## config.mk

```make
export PLATFORM = sky130hd
export DESIGN_NAME = multi_channel_software_timer_table_flat
export DESIGN_NICKNAME = d
export VERILOG_FILES = /design/src/design/tmr_pkg.sv /design/src/design/tmr_req_if.sv /design/src/design/tmr_rsp_if.sv /design/src/design/multi_channel_software_timer_table.sv /design/src/design/tmr_ctrl.sv /design/src/design/tmr_dp.sv /design/src/flat_wrapper.sv
export SDC_FILE = /design/constraint.sdc
export NUM_CORES = 2
export LEC_CHECK = 0
export BUFFER_PORTS_ARGS = -buffer_cell sky130_fd_sc_hd__buf_2
export CAP_MARGIN = 20
export CORE_AREA = 2 2 516 518
export CTS_CLUSTER_SIZE = 8
export DETAILED_ROUTE_END_ITERATION = 16
export DIE_AREA = 0 0 518 520
export SYNTH_ARGS = -nofsm -noshare
export SYNTH_HDL_FRONTEND = slang
export SYNTH_SLANG_ARGS = --single-unit
```

## constraint.sdc

```tcl
create_clock -name clk -period 13.5 [get_ports clk]
set_clock_uncertainty 0.05 [all_clocks]
set_input_delay 1.35 -clock clk [delete_from_list [all_inputs] [get_ports clk]]
set_output_delay 1.35 -clock clk [all_outputs]
set_load 0.02 [all_outputs]
```

## src/design/tmr_pkg.sv

```systemverilog
// shared types, codes and constants of the software timer table
package tmr_pkg;

    // table dimensions
    localparam int TIMER_SLOTS = 16;
    localparam int TASK_COUNT  = 16;
    localparam int SLOT_W      = (TIMER_SLOTS > 1) ? $clog2(TIMER_SLOTS) : 1;
    localparam int TICK_W      = 64;
    localparam int PERIOD_W    = 32;
    localparam int OWNER_W     = 5;

    // owner code of a slot with no task
    localparam logic [OWNER_W-1:0] OWNER_NONE = OWNER_W'(TASK_COUNT % 32);
    localparam logic [SLOT_W-1:0]  LAST_IDX   = SLOT_W'(TIMER_SLOTS - 1);

    // operation codes of the kind field
    typedef enum logic [2:0] {
        OP_TICK   = 3'd0,
        OP_ADD    = 3'd1,
        OP_START  = 3'd2,
        OP_STOP   = 3'd3,
        OP_SETVAL = 3'd4,
        OP_CHECK  = 3'd5
    } op_t;

    // result status codes
    typedef enum logic [2:0] {
        ST_DONE    = 3'd0,
        ST_FULL    = 3'd1,
        ST_EXPIRED = 3'd2,
        ST_NONE    = 3'd3,
        ST_IGNORED = 3'd4
    } status_t;

    // controller states
    typedef enum logic [1:0] {
        S_IDLE,
        S_EXEC,
        S_SCAN,
        S_EMIT
    } tmr_state_t;

    // commands from controller to datapath
    typedef struct packed {
        logic    latch;
        logic    idx_inc;
        logic    idx_zero;
        logic    mask_wr;
        logic    tick;
        logic    add_wr;
        logic    start_wr;
        logic    stop_wr;
        logic    period_wr;
        logic    expire_wr;
        logic    out_load;
        status_t out_status;
        logic    out_use_idx;
        logic    out_use_owner;
        logic    out_last;
    } tmr_cmd_t;

    // status from datapath to controller
    typedef struct packed {
        logic [2:0] kind;
        logic       idx_last;
        logic       slot_free;
        logic       slot_ok;
        logic       slot_running;
        logic       mask_zero;
        logic       mask_bit;
        logic       mask_last;
    } tmr_stat_t;

endpackage

```

## src/design/tmr_req_if.sv

```systemverilog
// request channel carrying one operation word
interface tmr_req_if;
    logic        valid;
    logic        ready;
    logic [2:0]  kind;
    logic [3:0]  slot;
    logic [31:0] period_ms;
    logic        periodic;
    logic [4:0]  requester_task;

    modport source (output valid, kind, slot, period_ms, periodic, requester_task,
                    input ready);
    modport sink   (input valid, kind, slot, period_ms, periodic, requester_task,
                    output ready);
    modport monitor (input valid, ready, kind, slot, period_ms, periodic,
                     requester_task);
endinterface

```

## src/design/tmr_rsp_if.sv

```systemverilog
// response channel carrying one result word
interface tmr_rsp_if;
    logic       valid;
    logic       ready;
    logic [2:0] status;
    logic [3:0] slot_out;
    logic [4:0] owner_out;
    logic       last;

    modport source (output valid, status, slot_out, owner_out, last, input ready);
    modport sink   (input valid, status, slot_out, owner_out, last, output ready);
    modport monitor (input valid, ready, status, slot_out, owner_out, last);
endinterface

```

## src/design/multi_channel_software_timer_table.sv

```systemverilog
// Software timer table with one-shot and periodic slots on a 64-bit tick counter.
// Channels: req takes one operation word (tick, add, start, stop, set_value,
// check); rsp gives result words, the final word of each operation has last set.
// Only one operation is in flight; req is ready again once its last result
// word has been loaded into the output register, so a word may still wait there.
// Steps: tick, start, stop, set_value and unknown kinds load their result word
// in the execute state after acceptance; add walks free slots from slot 0 up, one
// slot tested per cycle; check decodes, then scans all 16 slots for expiry (one
// 65-bit add and compare per slot), then walks the slots while results are emitted.
// Reset: tick counter to 1, all slots free and stopped, owners to no task,
// output empty. When the receiver stalls, the result word holds and the walk
// pauses at the current slot until the word is taken.
module multi_channel_software_timer_table (
    input  logic clk,
    input  logic rst_n,
    tmr_req_if.sink   req,
    tmr_rsp_if.source rsp
);
    import tmr_pkg::*;

    tmr_cmd_t  cmd;
    tmr_stat_t stat;

    // sequencing
    tmr_ctrl u_ctrl (
        .clk       (clk),
        .rst_n     (rst_n),
        .req_valid (req.valid),
        .req_ready (req.ready),
        .rsp_valid (rsp.valid),
        .rsp_ready (rsp.ready),
        .stat      (stat),
        .cmd       (cmd)
    );

    // timer storage and arithmetic
    tmr_dp u_dp (
        .clk            (clk),
        .rst_n          (rst_n),
        .cmd            (cmd),
        .stat           (stat),
        .kind           (req.kind),
        .slot           (req.slot),
        .period_ms      (req.period_ms),
        .periodic       (req.periodic),
        .requester_task (req.requester_task),
        .status         (rsp.status),
        .slot_out       (rsp.slot_out),
        .owner_out      (rsp.owner_out),
        .last           (rsp.last)
    );

endmodule

```

## src/design/tmr_ctrl.sv

```systemverilog
// controller state machine sequencing operations and result handshake
module tmr_ctrl (
    input  logic               clk,
    input  logic               rst_n,
    input  logic               req_valid,
    output logic               req_ready,
    output logic               rsp_valid,
    input  logic               rsp_ready,
    input  tmr_pkg::tmr_stat_t stat,
    output tmr_pkg::tmr_cmd_t  cmd
);
    import tmr_pkg::*;

    tmr_state_t state_reg, state_next;
    logic       out_valid_reg, out_valid_next;
    logic       out_free;

    // output slot is free when empty or being drained this cycle
    assign out_free  = !out_valid_reg || rsp_ready;
    assign rsp_valid = out_valid_reg;
    assign req_ready = (state_reg == S_IDLE);

    // state and output valid registers
    always_ff @(posedge clk or negedge rst_n)
    begin
        if (!rst_n)
        begin
            state_reg     <= S_IDLE;
            out_valid_reg <= 1'b0;
        end
        else
        begin
            state_reg     <= state_next;
            out_valid_reg <= out_valid_next;
        end
    end

    // next state and commands
    always_comb
    begin
        state_next        = state_reg;
        cmd               = '0;
        cmd.out_status    = ST_DONE;
        cmd.out_last      = 1'b1;

        unique case (state_reg)
            S_IDLE:
            begin
                if (req_valid)
                begin
                    cmd.latch  = 1'b1;
                    state_next = S_EXEC;
                end
            end

            S_EXEC:
            begin
                unique case (stat.kind)
                    OP_TICK:
                    begin
                        if (out_free)
                        begin
                            cmd.tick     = 1'b1;
                            cmd.out_load = 1'b1;
                            state_next   = S_IDLE;
                        end
                    end
                    OP_ADD:
                    begin
                        // walk slots upward until a free one or the end
                        priority if (stat.slot_free)
                        begin
                            if (out_free)
                            begin
                                cmd.add_wr      = 1'b1;
                                cmd.out_load    = 1'b1;
                                cmd.out_use_idx = 1'b1;
                                state_next      = S_IDLE;
                            end
                        end
                        else if (stat.idx_last)
                        begin
                            if (out_free)
                            begin
                                cmd.out_load   = 1'b1;
                                cmd.out_status = ST_FULL;
                                state_next     = S_IDLE;
                            end
                        end
                        else
                        begin
                            cmd.idx_inc = 1'b1;
                        end
                    end
                    OP_START:
                    begin
                        if (out_free)
                        begin
                            cmd.start_wr   = stat.slot_ok;
                            cmd.out_load   = 1'b1;
                            cmd.out_status = stat.slot_ok ? ST_DONE : ST_IGNORED;
                            state_next     = S_IDLE;
                        end
                    end
                    OP_STOP:
                    begin
                        if (out_free)
                        begin
                            cmd.stop_wr    = stat.slot_ok;
                            cmd.out_load   = 1'b1;
                            cmd.out_status = stat.slot_ok ? ST_DONE : ST_IGNORED;
                            state_next     = S_IDLE;
                        end
                    end
                    OP_SETVAL:
                    begin
                        if (out_free)
                        begin
                            cmd.period_wr  = stat.slot_ok && !stat.slot_running;
                            cmd.out_load   = 1'b1;
                            cmd.out_status = (stat.slot_ok && !stat.slot_running) ?
                                             ST_DONE : ST_IGNORED;
                            state_next     = S_IDLE;
                        end
                    end
                    OP_CHECK:
                    begin
                        state_next = S_SCAN;
                    end
                    default:
                    begin
                        if (out_free)
                        begin
                            cmd.out_load   = 1'b1;
                            cmd.out_status = ST_IGNORED;
                            state_next     = S_IDLE;
                        end
                    end
                endcase
            end

            S_SCAN:
            begin
                // one expiry test per cycle into the mask
                cmd.mask_wr = 1'b1;
                if (stat.idx_last)
                begin
                    cmd.idx_zero = 1'b1;
                    state_next   = S_EMIT;
                end
                else
                begin
                    cmd.idx_inc = 1'b1;
                end
            end

            S_EMIT:
            begin
                priority if (stat.mask_zero)
                begin
                    if (out_free)
                    begin
                        cmd.out_load   = 1'b1;
                        cmd.out_status = ST_NONE;
                        state_next     = S_IDLE;
                    end
                end
                else if (stat.mask_bit)
                begin
                    if (out_free)
                    begin
                        cmd.expire_wr     = 1'b1;
                        cmd.out_load      = 1'b1;
                        cmd.out_status    = ST_EXPIRED;
                        cmd.out_use_idx   = 1'b1;
                        cmd.out_use_owner = 1'b1;
                        cmd.out_last      = stat.mask_last;
                        if (stat.mask_last)
                        begin
                            state_next = S_IDLE;
                        end
                        else
                        begin
                            cmd.idx_inc = 1'b1;
                        end
                    end
                end
                else
                begin
                    cmd.idx_inc = 1'b1;
                end
            end

            default:
            begin
                state_next = S_IDLE;
            end
        endcase
    end

    // output valid follows loads and drains
    always_comb
    begin
        if (cmd.out_load)
        begin
            out_valid_next = 1'b1;
        end
        else if (rsp_ready)
        begin
            out_valid_next = 1'b0;
        end
        else
        begin
            out_valid_next = out_valid_reg;
        end
    end

endmodule

```

## src/design/tmr_dp.sv

```systemverilog
// datapath: tick counter, slot table, expiry test and result register
module tmr_dp (
    input  logic               clk,
    input  logic               rst_n,
    input  tmr_pkg::tmr_cmd_t  cmd,
    output tmr_pkg::tmr_stat_t stat,
    input  logic [2:0]         kind,
    input  logic [3:0]         slot,
    input  logic [31:0]        period_ms,
    input  logic               periodic,
    input  logic [4:0]         requester_task,
    output logic [2:0]         status,
    output logic [3:0]         slot_out,
    output logic [4:0]         owner_out,
    output logic               last
);
    import tmr_pkg::*;

    // latched request word
    logic [2:0]          kind_reg;
    logic [PERIOD_W-1:0] period_in_reg;
    logic                periodic_reg;
    logic [OWNER_W-1:0]  task_reg;
    logic                slot_range_reg;

    // walk index and expiry mask
    logic [SLOT_W-1:0]      idx_reg;
    logic [TIMER_SLOTS-1:0] mask_reg;

    // timer state
    logic [TICK_W-1:0]      tick_reg;
    logic [TICK_W-1:0]      stamp_reg [TIMER_SLOTS];
    logic [PERIOD_W-1:0]    period_reg [TIMER_SLOTS];
    logic [OWNER_W-1:0]     owner_reg [TIMER_SLOTS];
    logic                   repeat_reg [TIMER_SLOTS];
    logic [TIMER_SLOTS-1:0] in_use_reg;

    // result word
    logic [2:0]         status_reg;
    logic [3:0]         slot_out_reg;
    logic [OWNER_W-1:0] owner_out_reg;
    logic               last_reg;

    logic [TICK_W:0]        due;
    logic                   expired;
    logic                   running;
    logic [TIMER_SLOTS-1:0] cur_bit;

    // expiry test of the slot under the index, exact over 65 bits
    assign running = (stamp_reg[idx_reg] != '0);
    assign due     = {1'b0, stamp_reg[idx_reg]} + {{(TICK_W-PERIOD_W+1){1'b0}},
                                                   period_reg[idx_reg]};
    assign expired = !due[TICK_W] && (tick_reg >= due[TICK_W-1:0]);
    assign cur_bit = TIMER_SLOTS'(1) << idx_reg;

    // status toward the controller
    always_comb
    begin
        stat.kind         = kind_reg;
        stat.idx_last     = (idx_reg == LAST_IDX);
        stat.slot_free    = !in_use_reg[idx_reg];
        stat.slot_ok      = slot_range_reg && in_use_reg[idx_reg];
        stat.slot_running = running;
        stat.mask_zero    = (mask_reg == '0);
        stat.mask_bit     = mask_reg[idx_reg];
        stat.mask_last    = ((mask_reg & ~cur_bit) == '0);
    end

    // request latch
    always_ff @(posedge clk)
    begin
        if (cmd.latch)
        begin
            kind_reg       <= kind;
            period_in_reg  <= period_ms;
            periodic_reg   <= periodic;
            task_reg       <= requester_task;
            slot_range_reg <= (int'(slot) < TIMER_SLOTS);
        end
    end

    // walk index
    always_ff @(posedge clk or negedge rst_n)
    begin
        if (!rst_n)
        begin
            idx_reg <= '0;
        end
        else if (cmd.latch)
        begin
            if (kind == OP_ADD || kind == OP_CHECK)
            begin
                idx_reg <= '0;
            end
            else
            begin
                idx_reg <= SLOT_W'(slot);
            end
        end
        else if (cmd.idx_zero)
        begin
            idx_reg <= '0;
        end
        else if (cmd.idx_inc)
        begin
            idx_reg <= idx_reg + SLOT_W'(1);
        end
    end

    // expiry mask built by the scan and drained by the emit walk
    always_ff @(posedge clk)
    begin
        if (cmd.mask_wr)
        begin
            mask_reg[idx_reg] <= in_use_reg[idx_reg] && running && expired;
        end
        else if (cmd.expire_wr)
        begin
            mask_reg[idx_reg] <= 1'b0;
        end
    end

    // tick counter
    always_ff @(posedge clk or negedge rst_n)
    begin
        if (!rst_n)
        begin
            tick_reg <= TICK_W'(1);
        end
        else if (cmd.tick)
        begin
            tick_reg <= tick_reg + TICK_W'(1);
        end
    end

    // slot table with reset values
    always_ff @(posedge clk or negedge rst_n)
    begin
        if (!rst_n)
        begin
            in_use_reg <= '0;
            for (int i = 0; i < TIMER_SLOTS; i++)
            begin
                stamp_reg[i]  <= '0;
                period_reg[i] <= '0;
                owner_reg[i]  <= OWNER_NONE;
            end
        end
        else
        begin
            if (cmd.add_wr)
            begin
                in_use_reg[idx_reg] <= 1'b1;
                owner_reg[idx_reg]  <= task_reg;
                period_reg[idx_reg] <= period_in_reg;
            end
            if (cmd.period_wr)
            begin
                period_reg[idx_reg] <= period_in_reg;
            end
            if (cmd.start_wr)
            begin
                stamp_reg[idx_reg] <= tick_reg;
            end
            if (cmd.stop_wr)
            begin
                stamp_reg[idx_reg] <= '0;
            end
            if (cmd.expire_wr)
            begin
                stamp_reg[idx_reg] <= repeat_reg[idx_reg] ? tick_reg : '0;
            end
        end
    end

    // repeat mode, written by add only
    always_ff @(posedge clk)
    begin
        if (cmd.add_wr)
        begin
            repeat_reg[idx_reg] <= periodic_reg;
        end
    end

    // result word register
    always_ff @(posedge clk)
    begin
        if (cmd.out_load)
        begin
            status_reg    <= cmd.out_status;
            slot_out_reg  <= cmd.out_use_idx ? 4'(idx_reg) : 4'd0;
            owner_out_reg <= cmd.out_use_owner ? owner_reg[idx_reg] : OWNER_NONE;
            last_reg      <= cmd.out_last;
        end
    end

    assign status    = status_reg;
    assign slot_out  = slot_out_reg;
    assign owner_out = owner_out_reg;
    assign last      = last_reg;

endmodule

```

## src/flat_wrapper.sv

```systemverilog
// flat-port wrapper written by rule: the top's interface ports become plain ports
module multi_channel_software_timer_table_flat import tmr_pkg::*;
  (clk, rst_n, req_valid, req_kind, req_slot, req_period_ms, req_periodic, req_requester_task, req_ready, rsp_valid, rsp_status, rsp_slot_out, rsp_owner_out, rsp_last, rsp_ready);
  tmr_req_if req_i ();
  tmr_rsp_if rsp_i ();
  input  logic clk;
  input  logic rst_n;
  input wire logic [$bits(req_i.valid)-1:0] req_valid;
  input wire logic [$bits(req_i.kind)-1:0] req_kind;
  input wire logic [$bits(req_i.slot)-1:0] req_slot;
  input wire logic [$bits(req_i.period_ms)-1:0] req_period_ms;
  input wire logic [$bits(req_i.periodic)-1:0] req_periodic;
  input wire logic [$bits(req_i.requester_task)-1:0] req_requester_task;
  output wire logic [$bits(req_i.ready)-1:0] req_ready;
  output wire logic [$bits(rsp_i.valid)-1:0] rsp_valid;
  output wire logic [$bits(rsp_i.status)-1:0] rsp_status;
  output wire logic [$bits(rsp_i.slot_out)-1:0] rsp_slot_out;
  output wire logic [$bits(rsp_i.owner_out)-1:0] rsp_owner_out;
  output wire logic [$bits(rsp_i.last)-1:0] rsp_last;
  input wire logic [$bits(rsp_i.ready)-1:0] rsp_ready;
  assign req_i.valid = req_valid;
  assign req_i.kind = req_kind;
  assign req_i.slot = req_slot;
  assign req_i.period_ms = req_period_ms;
  assign req_i.periodic = req_periodic;
  assign req_i.requester_task = req_requester_task;
  assign req_ready = req_i.ready;
  assign rsp_valid = rsp_i.valid;
  assign rsp_status = rsp_i.status;
  assign rsp_slot_out = rsp_i.slot_out;
  assign rsp_owner_out = rsp_i.owner_out;
  assign rsp_last = rsp_i.last;
  assign rsp_i.ready = rsp_ready;
  multi_channel_software_timer_table u_core (.clk(clk), .rst_n(rst_n), .req(req_i), .rsp(rsp_i));
endmodule
```

==> flow_metrics.tcl <==
set metrics [dict create \
    status "completed" \
    crit_arrival_ps 9670 \
    final_core_util_pct 34.85 \
    regArea_um2 45230 \
    intPower_mw 10.00 \
    cp-end-kind "flop" \
    fillCellCount 25170 \
    finalWeightedCongestion 0.8606 \
    critPathKind "reg2reg" \
    yosysSeqAreaShare_pct 55.51 \
    clock_latency_ps 890 \
    clockRootBuffer "clkbuf_16" \
    die_x_um 518 \
    clk_pin_slew_ps 60 \
    firstDrtPassIters 5 \
    r2r-end "u_core.u_dp.mask_reg[10]$_DFFE_PP_" \
    drv_slew 0 \
    r2r_setup_slack_ps 4430 \
    ios 64 \
    largest_reg_flops 1024 \
    synth_top_area_share_pct 51.79 \
    synth_enable_flop_cells 86 \
    syn_inst 5607 \
    syn_to_final_growth_pct 12.90 \
    crit_path_start_kind "flop" \
    core_um2 263900 \
    viasPerCell 5.846 \
    leakage_nw 41.67 \
    cts_tree "done" \
    rows 189 \
    drv_cap 0 \
    grt_max_degree 186 \
    die-area_um2 269400 \
    setup_viol 0 \
    min_to "u_core.u_dp.in_use_reg[7]$_DFFE_PN0P_" \
    syn_nets 5760 \
    portBuffers 63 \
    numClockSinks 1789 \
    grt_pass1_wl_um 373000 \
    cts.htree.levels 4 \
    ys_ff_latch 1789 \
    syn_area_um2 81470 \
    async_reset_ff_share_pct 95.19 \
    drt_iter0_markers 5600 \
    power_frac_seq_pct 40.7 \
    grt_overflow 0 \
    pwr-share-comb_pct 21.8 \
    max_freq_mhz 110.3 \
    irDropWorstVdd_uv 163.5 \
    synth_ff_type "dfrtp_1" \
    antenna_found_initial 11 \
    syn_avg_cell_area_um2 14.53 \
    yosys_warnings 0 \
    synthTopCellsByArea "dfrtp_1 52%, mux4_2 13%, a22o_1 11%, mux2_2 5.9%, edfxtp_1 3.2%" \
    antenna_left 0 \
    postCtsSetupBuffers 0 \
    initial_utilization_pct 30.87 \
    cts_inserted_buffers 241 \
    routed_wl_um 248600 \
    hp-class "reg2reg" \
    vias 53030 \
    r2r-start "u_core.u_dp.idx_reg[0]$_DFFE_PN0P_" \
    grt_pass1_vias 55220 \
    fin_nets 5611 \
    final_cell_mix "1,683 x dfrtp_1, 1,028 x a22o_1, 456 x mux4_2" \
    tightest_slew_ps 1218 \
    required_ps 14110 \
    worstPathMaxFanout 87 \
    p_clk_share_pct 37.5 \
    yosysTopAreaCell "dfrtp_1" \
    finalCriticalPeriod_ps 9067 \
    tns_ps 0 \
    hold_viol 0 \
    cts_hold_buf 0 \
    p_sw_share_pct 32.15 \
    grt_util_all_layers_pct 18.11 \
    cts_buffer_depth 3 \
    place.detailed.hpwl_um 133600 \
    rsz0062_at_grt "false" \
    die_h_um 520 \
    drive_gt1_share_pct 25.56 \
    p_switching_mw 4.741 \
    fin_crit_sh_pct 67.16 \
    cts_resized 0 \
    slew-limit-headroom_pct 18.82 \
    final_common_cell "dfrtp_1" \
    reg2reg_depth 21 \
    wl_per_cell_um 27.41 \
    hp-start "u_core.u_dp.in_use_reg[7]$_DFFE_PN0P_" \
    remaining_drc_errors 0 \
    multiInputGateArea_um2 34110 \
    synth_cell_types 72 \
    holdPathStages 1 \
    power_density_nw_per_um2 160.3 \
]
[power by group through the flow]
stage	logic [mW]	clock network [mW]	registers, mW
after floorplan	2.12	0	5.93
after global placement	3.16	0	6.07
after detailed placement	3.19	0	6.08
after CTS	3.20	5.61	5.99
after global routing	3.38	5.86	6.03
final	3.22	5.53	6.00
[cell type report]
class	instances	share of cell area, %
repair buffers	180	1.524
inverters	46	0.1891
well taps	3533	4.806
clock buffers	305	6.818
flip-flops and latches	1789	49.18
multi-input cells	3200	37.08
clock inverters	15	0.3959
diodes	3	0.008162
[cell usage after synthesis (6+ instances only)]
cell      count
clkinv_1     16
a22oi_1     121
a22o_1     1028
mux2_2      430
o41ai_1       8
o31ai_2       8
o31ai_4       8
xor2_1       47
mux4_2      456
o211ai_1      6
o21ai_0      51
nand3_1      91
mux2_1      164
buf_4         8
nor2b_1       9
and4_1       12
buf_2        55
inv_1        29
ha_1        103
nor2_1       75
dfrtp_1    1686
dfstp_2      17
o21bai_1      6
nand4_1      41
clkbuf_1    442
buf_6        22
a21oi_1      61
and2_1        9
edfxtp_1     86
a211oi_1      6
a31oi_1       6
nand2b_1     26
or4_1         6
buf_1        45
and3_1       17
o31ai_1       8
a221oi_1      9
a21o_1       27
nor3_1       25
xnor2_1      74
nor4_1       25
o21a_1        8
nand2_1     173
[worst max-delay path by stage]
stage	from	to	slack, ps	cells after the start
floorplan	u_core.u_dp.idx_reg[0]$_DFFE_PN0P_	u_core.u_dp.mask_reg[2]$_DFFE_PP_	4950	28
global placement	u_core.u_dp.idx_reg[0]$_DFFE_PN0P_	u_core.u_dp.mask_reg[2]$_DFFE_PP_	4560	23
detailed placement	u_core.u_dp.idx_reg[0]$_DFFE_PN0P_	u_core.u_dp.mask_reg[10]$_DFFE_PP_	4550	21
CTS	u_core.u_dp.idx_reg[0]$_DFFE_PN0P_	u_core.u_dp.mask_reg[0]$_DFFE_PP_	4530	21
global route	u_core.u_dp.idx_reg[0]$_DFFE_PN0P_	u_core.u_dp.mask_reg[10]$_DFFE_PP_	3890	21
finish	u_core.u_dp.idx_reg[0]$_DFFE_PN0P_	u_core.u_dp.mask_reg[10]$_DFFE_PP_	4430	21
[critical path, stage by stage, from the launching register on]
cell and delay, ps:
dfrtp_4 840, buf_12 630, buf_4 620, mux4_2 580
mux4_2 560, ha_1 390, and2_1 230, o211a_1 160
o21ai_0 340, a21oi_1 160, nor4_1 1000, o21ai_1 560
nand3_1 240, xor2_1 90, ha_1 320, nand4_1 190
nor4_1 420, o211ai_1 260, a21oi_1 290, o2111ai_1 140
buf_4 260, o41ai_1 380
[per-stage QoR]
step / cell area [µm²] / power (mW) / setup WS (ps) / hold slack [ps] / instances
after floorplan: 81470 / 8.059 / 4947 / 378.7 / 5607
after global placement: 85130 / 9.231 / 4565 / 394.0 / 8739
after detailed placement: 85170 / 9.277 / 4547 / 397.5 / 8741
after CTS: 91810 / 14.80 / 4526 / 410.9 / 9061
after global routing: 91970 / 15.28 / 3887 / 424.2 / 9070
final: 91970 / 14.74 / 4433 / 408.6 / 9071
[per-layer routing]
| layer | global-route usage [%] | routed length [µm] | part of all wire, % |
|---|---|---|---|
| met1 | 25.19 | 106000 | 43 |
| met2 | 28.05 | 113900 | 46 |
| met3 | 4.379 | 21650 | 8.7 |
| met4 | 5.263 | 6964 | 2.8 |
| met5 | 0 | 44 | 0.018 |
[logic make-up (layout without fill, tap and decap cells)]
group	after synthesis	after routing	synth area share [%]
flops	1789	1789	55.51
compound gates	1392	1392	14.33
mux	1050	1050	20.82
buf+inv	618	546	3.172
simple gates	533	533	3.267
xor+xnor	121	121	1.301
fa+ha+maj	104	104	1.607
other cells	0	3	0
Note: power is estimated with default switching activity, not from simulation.
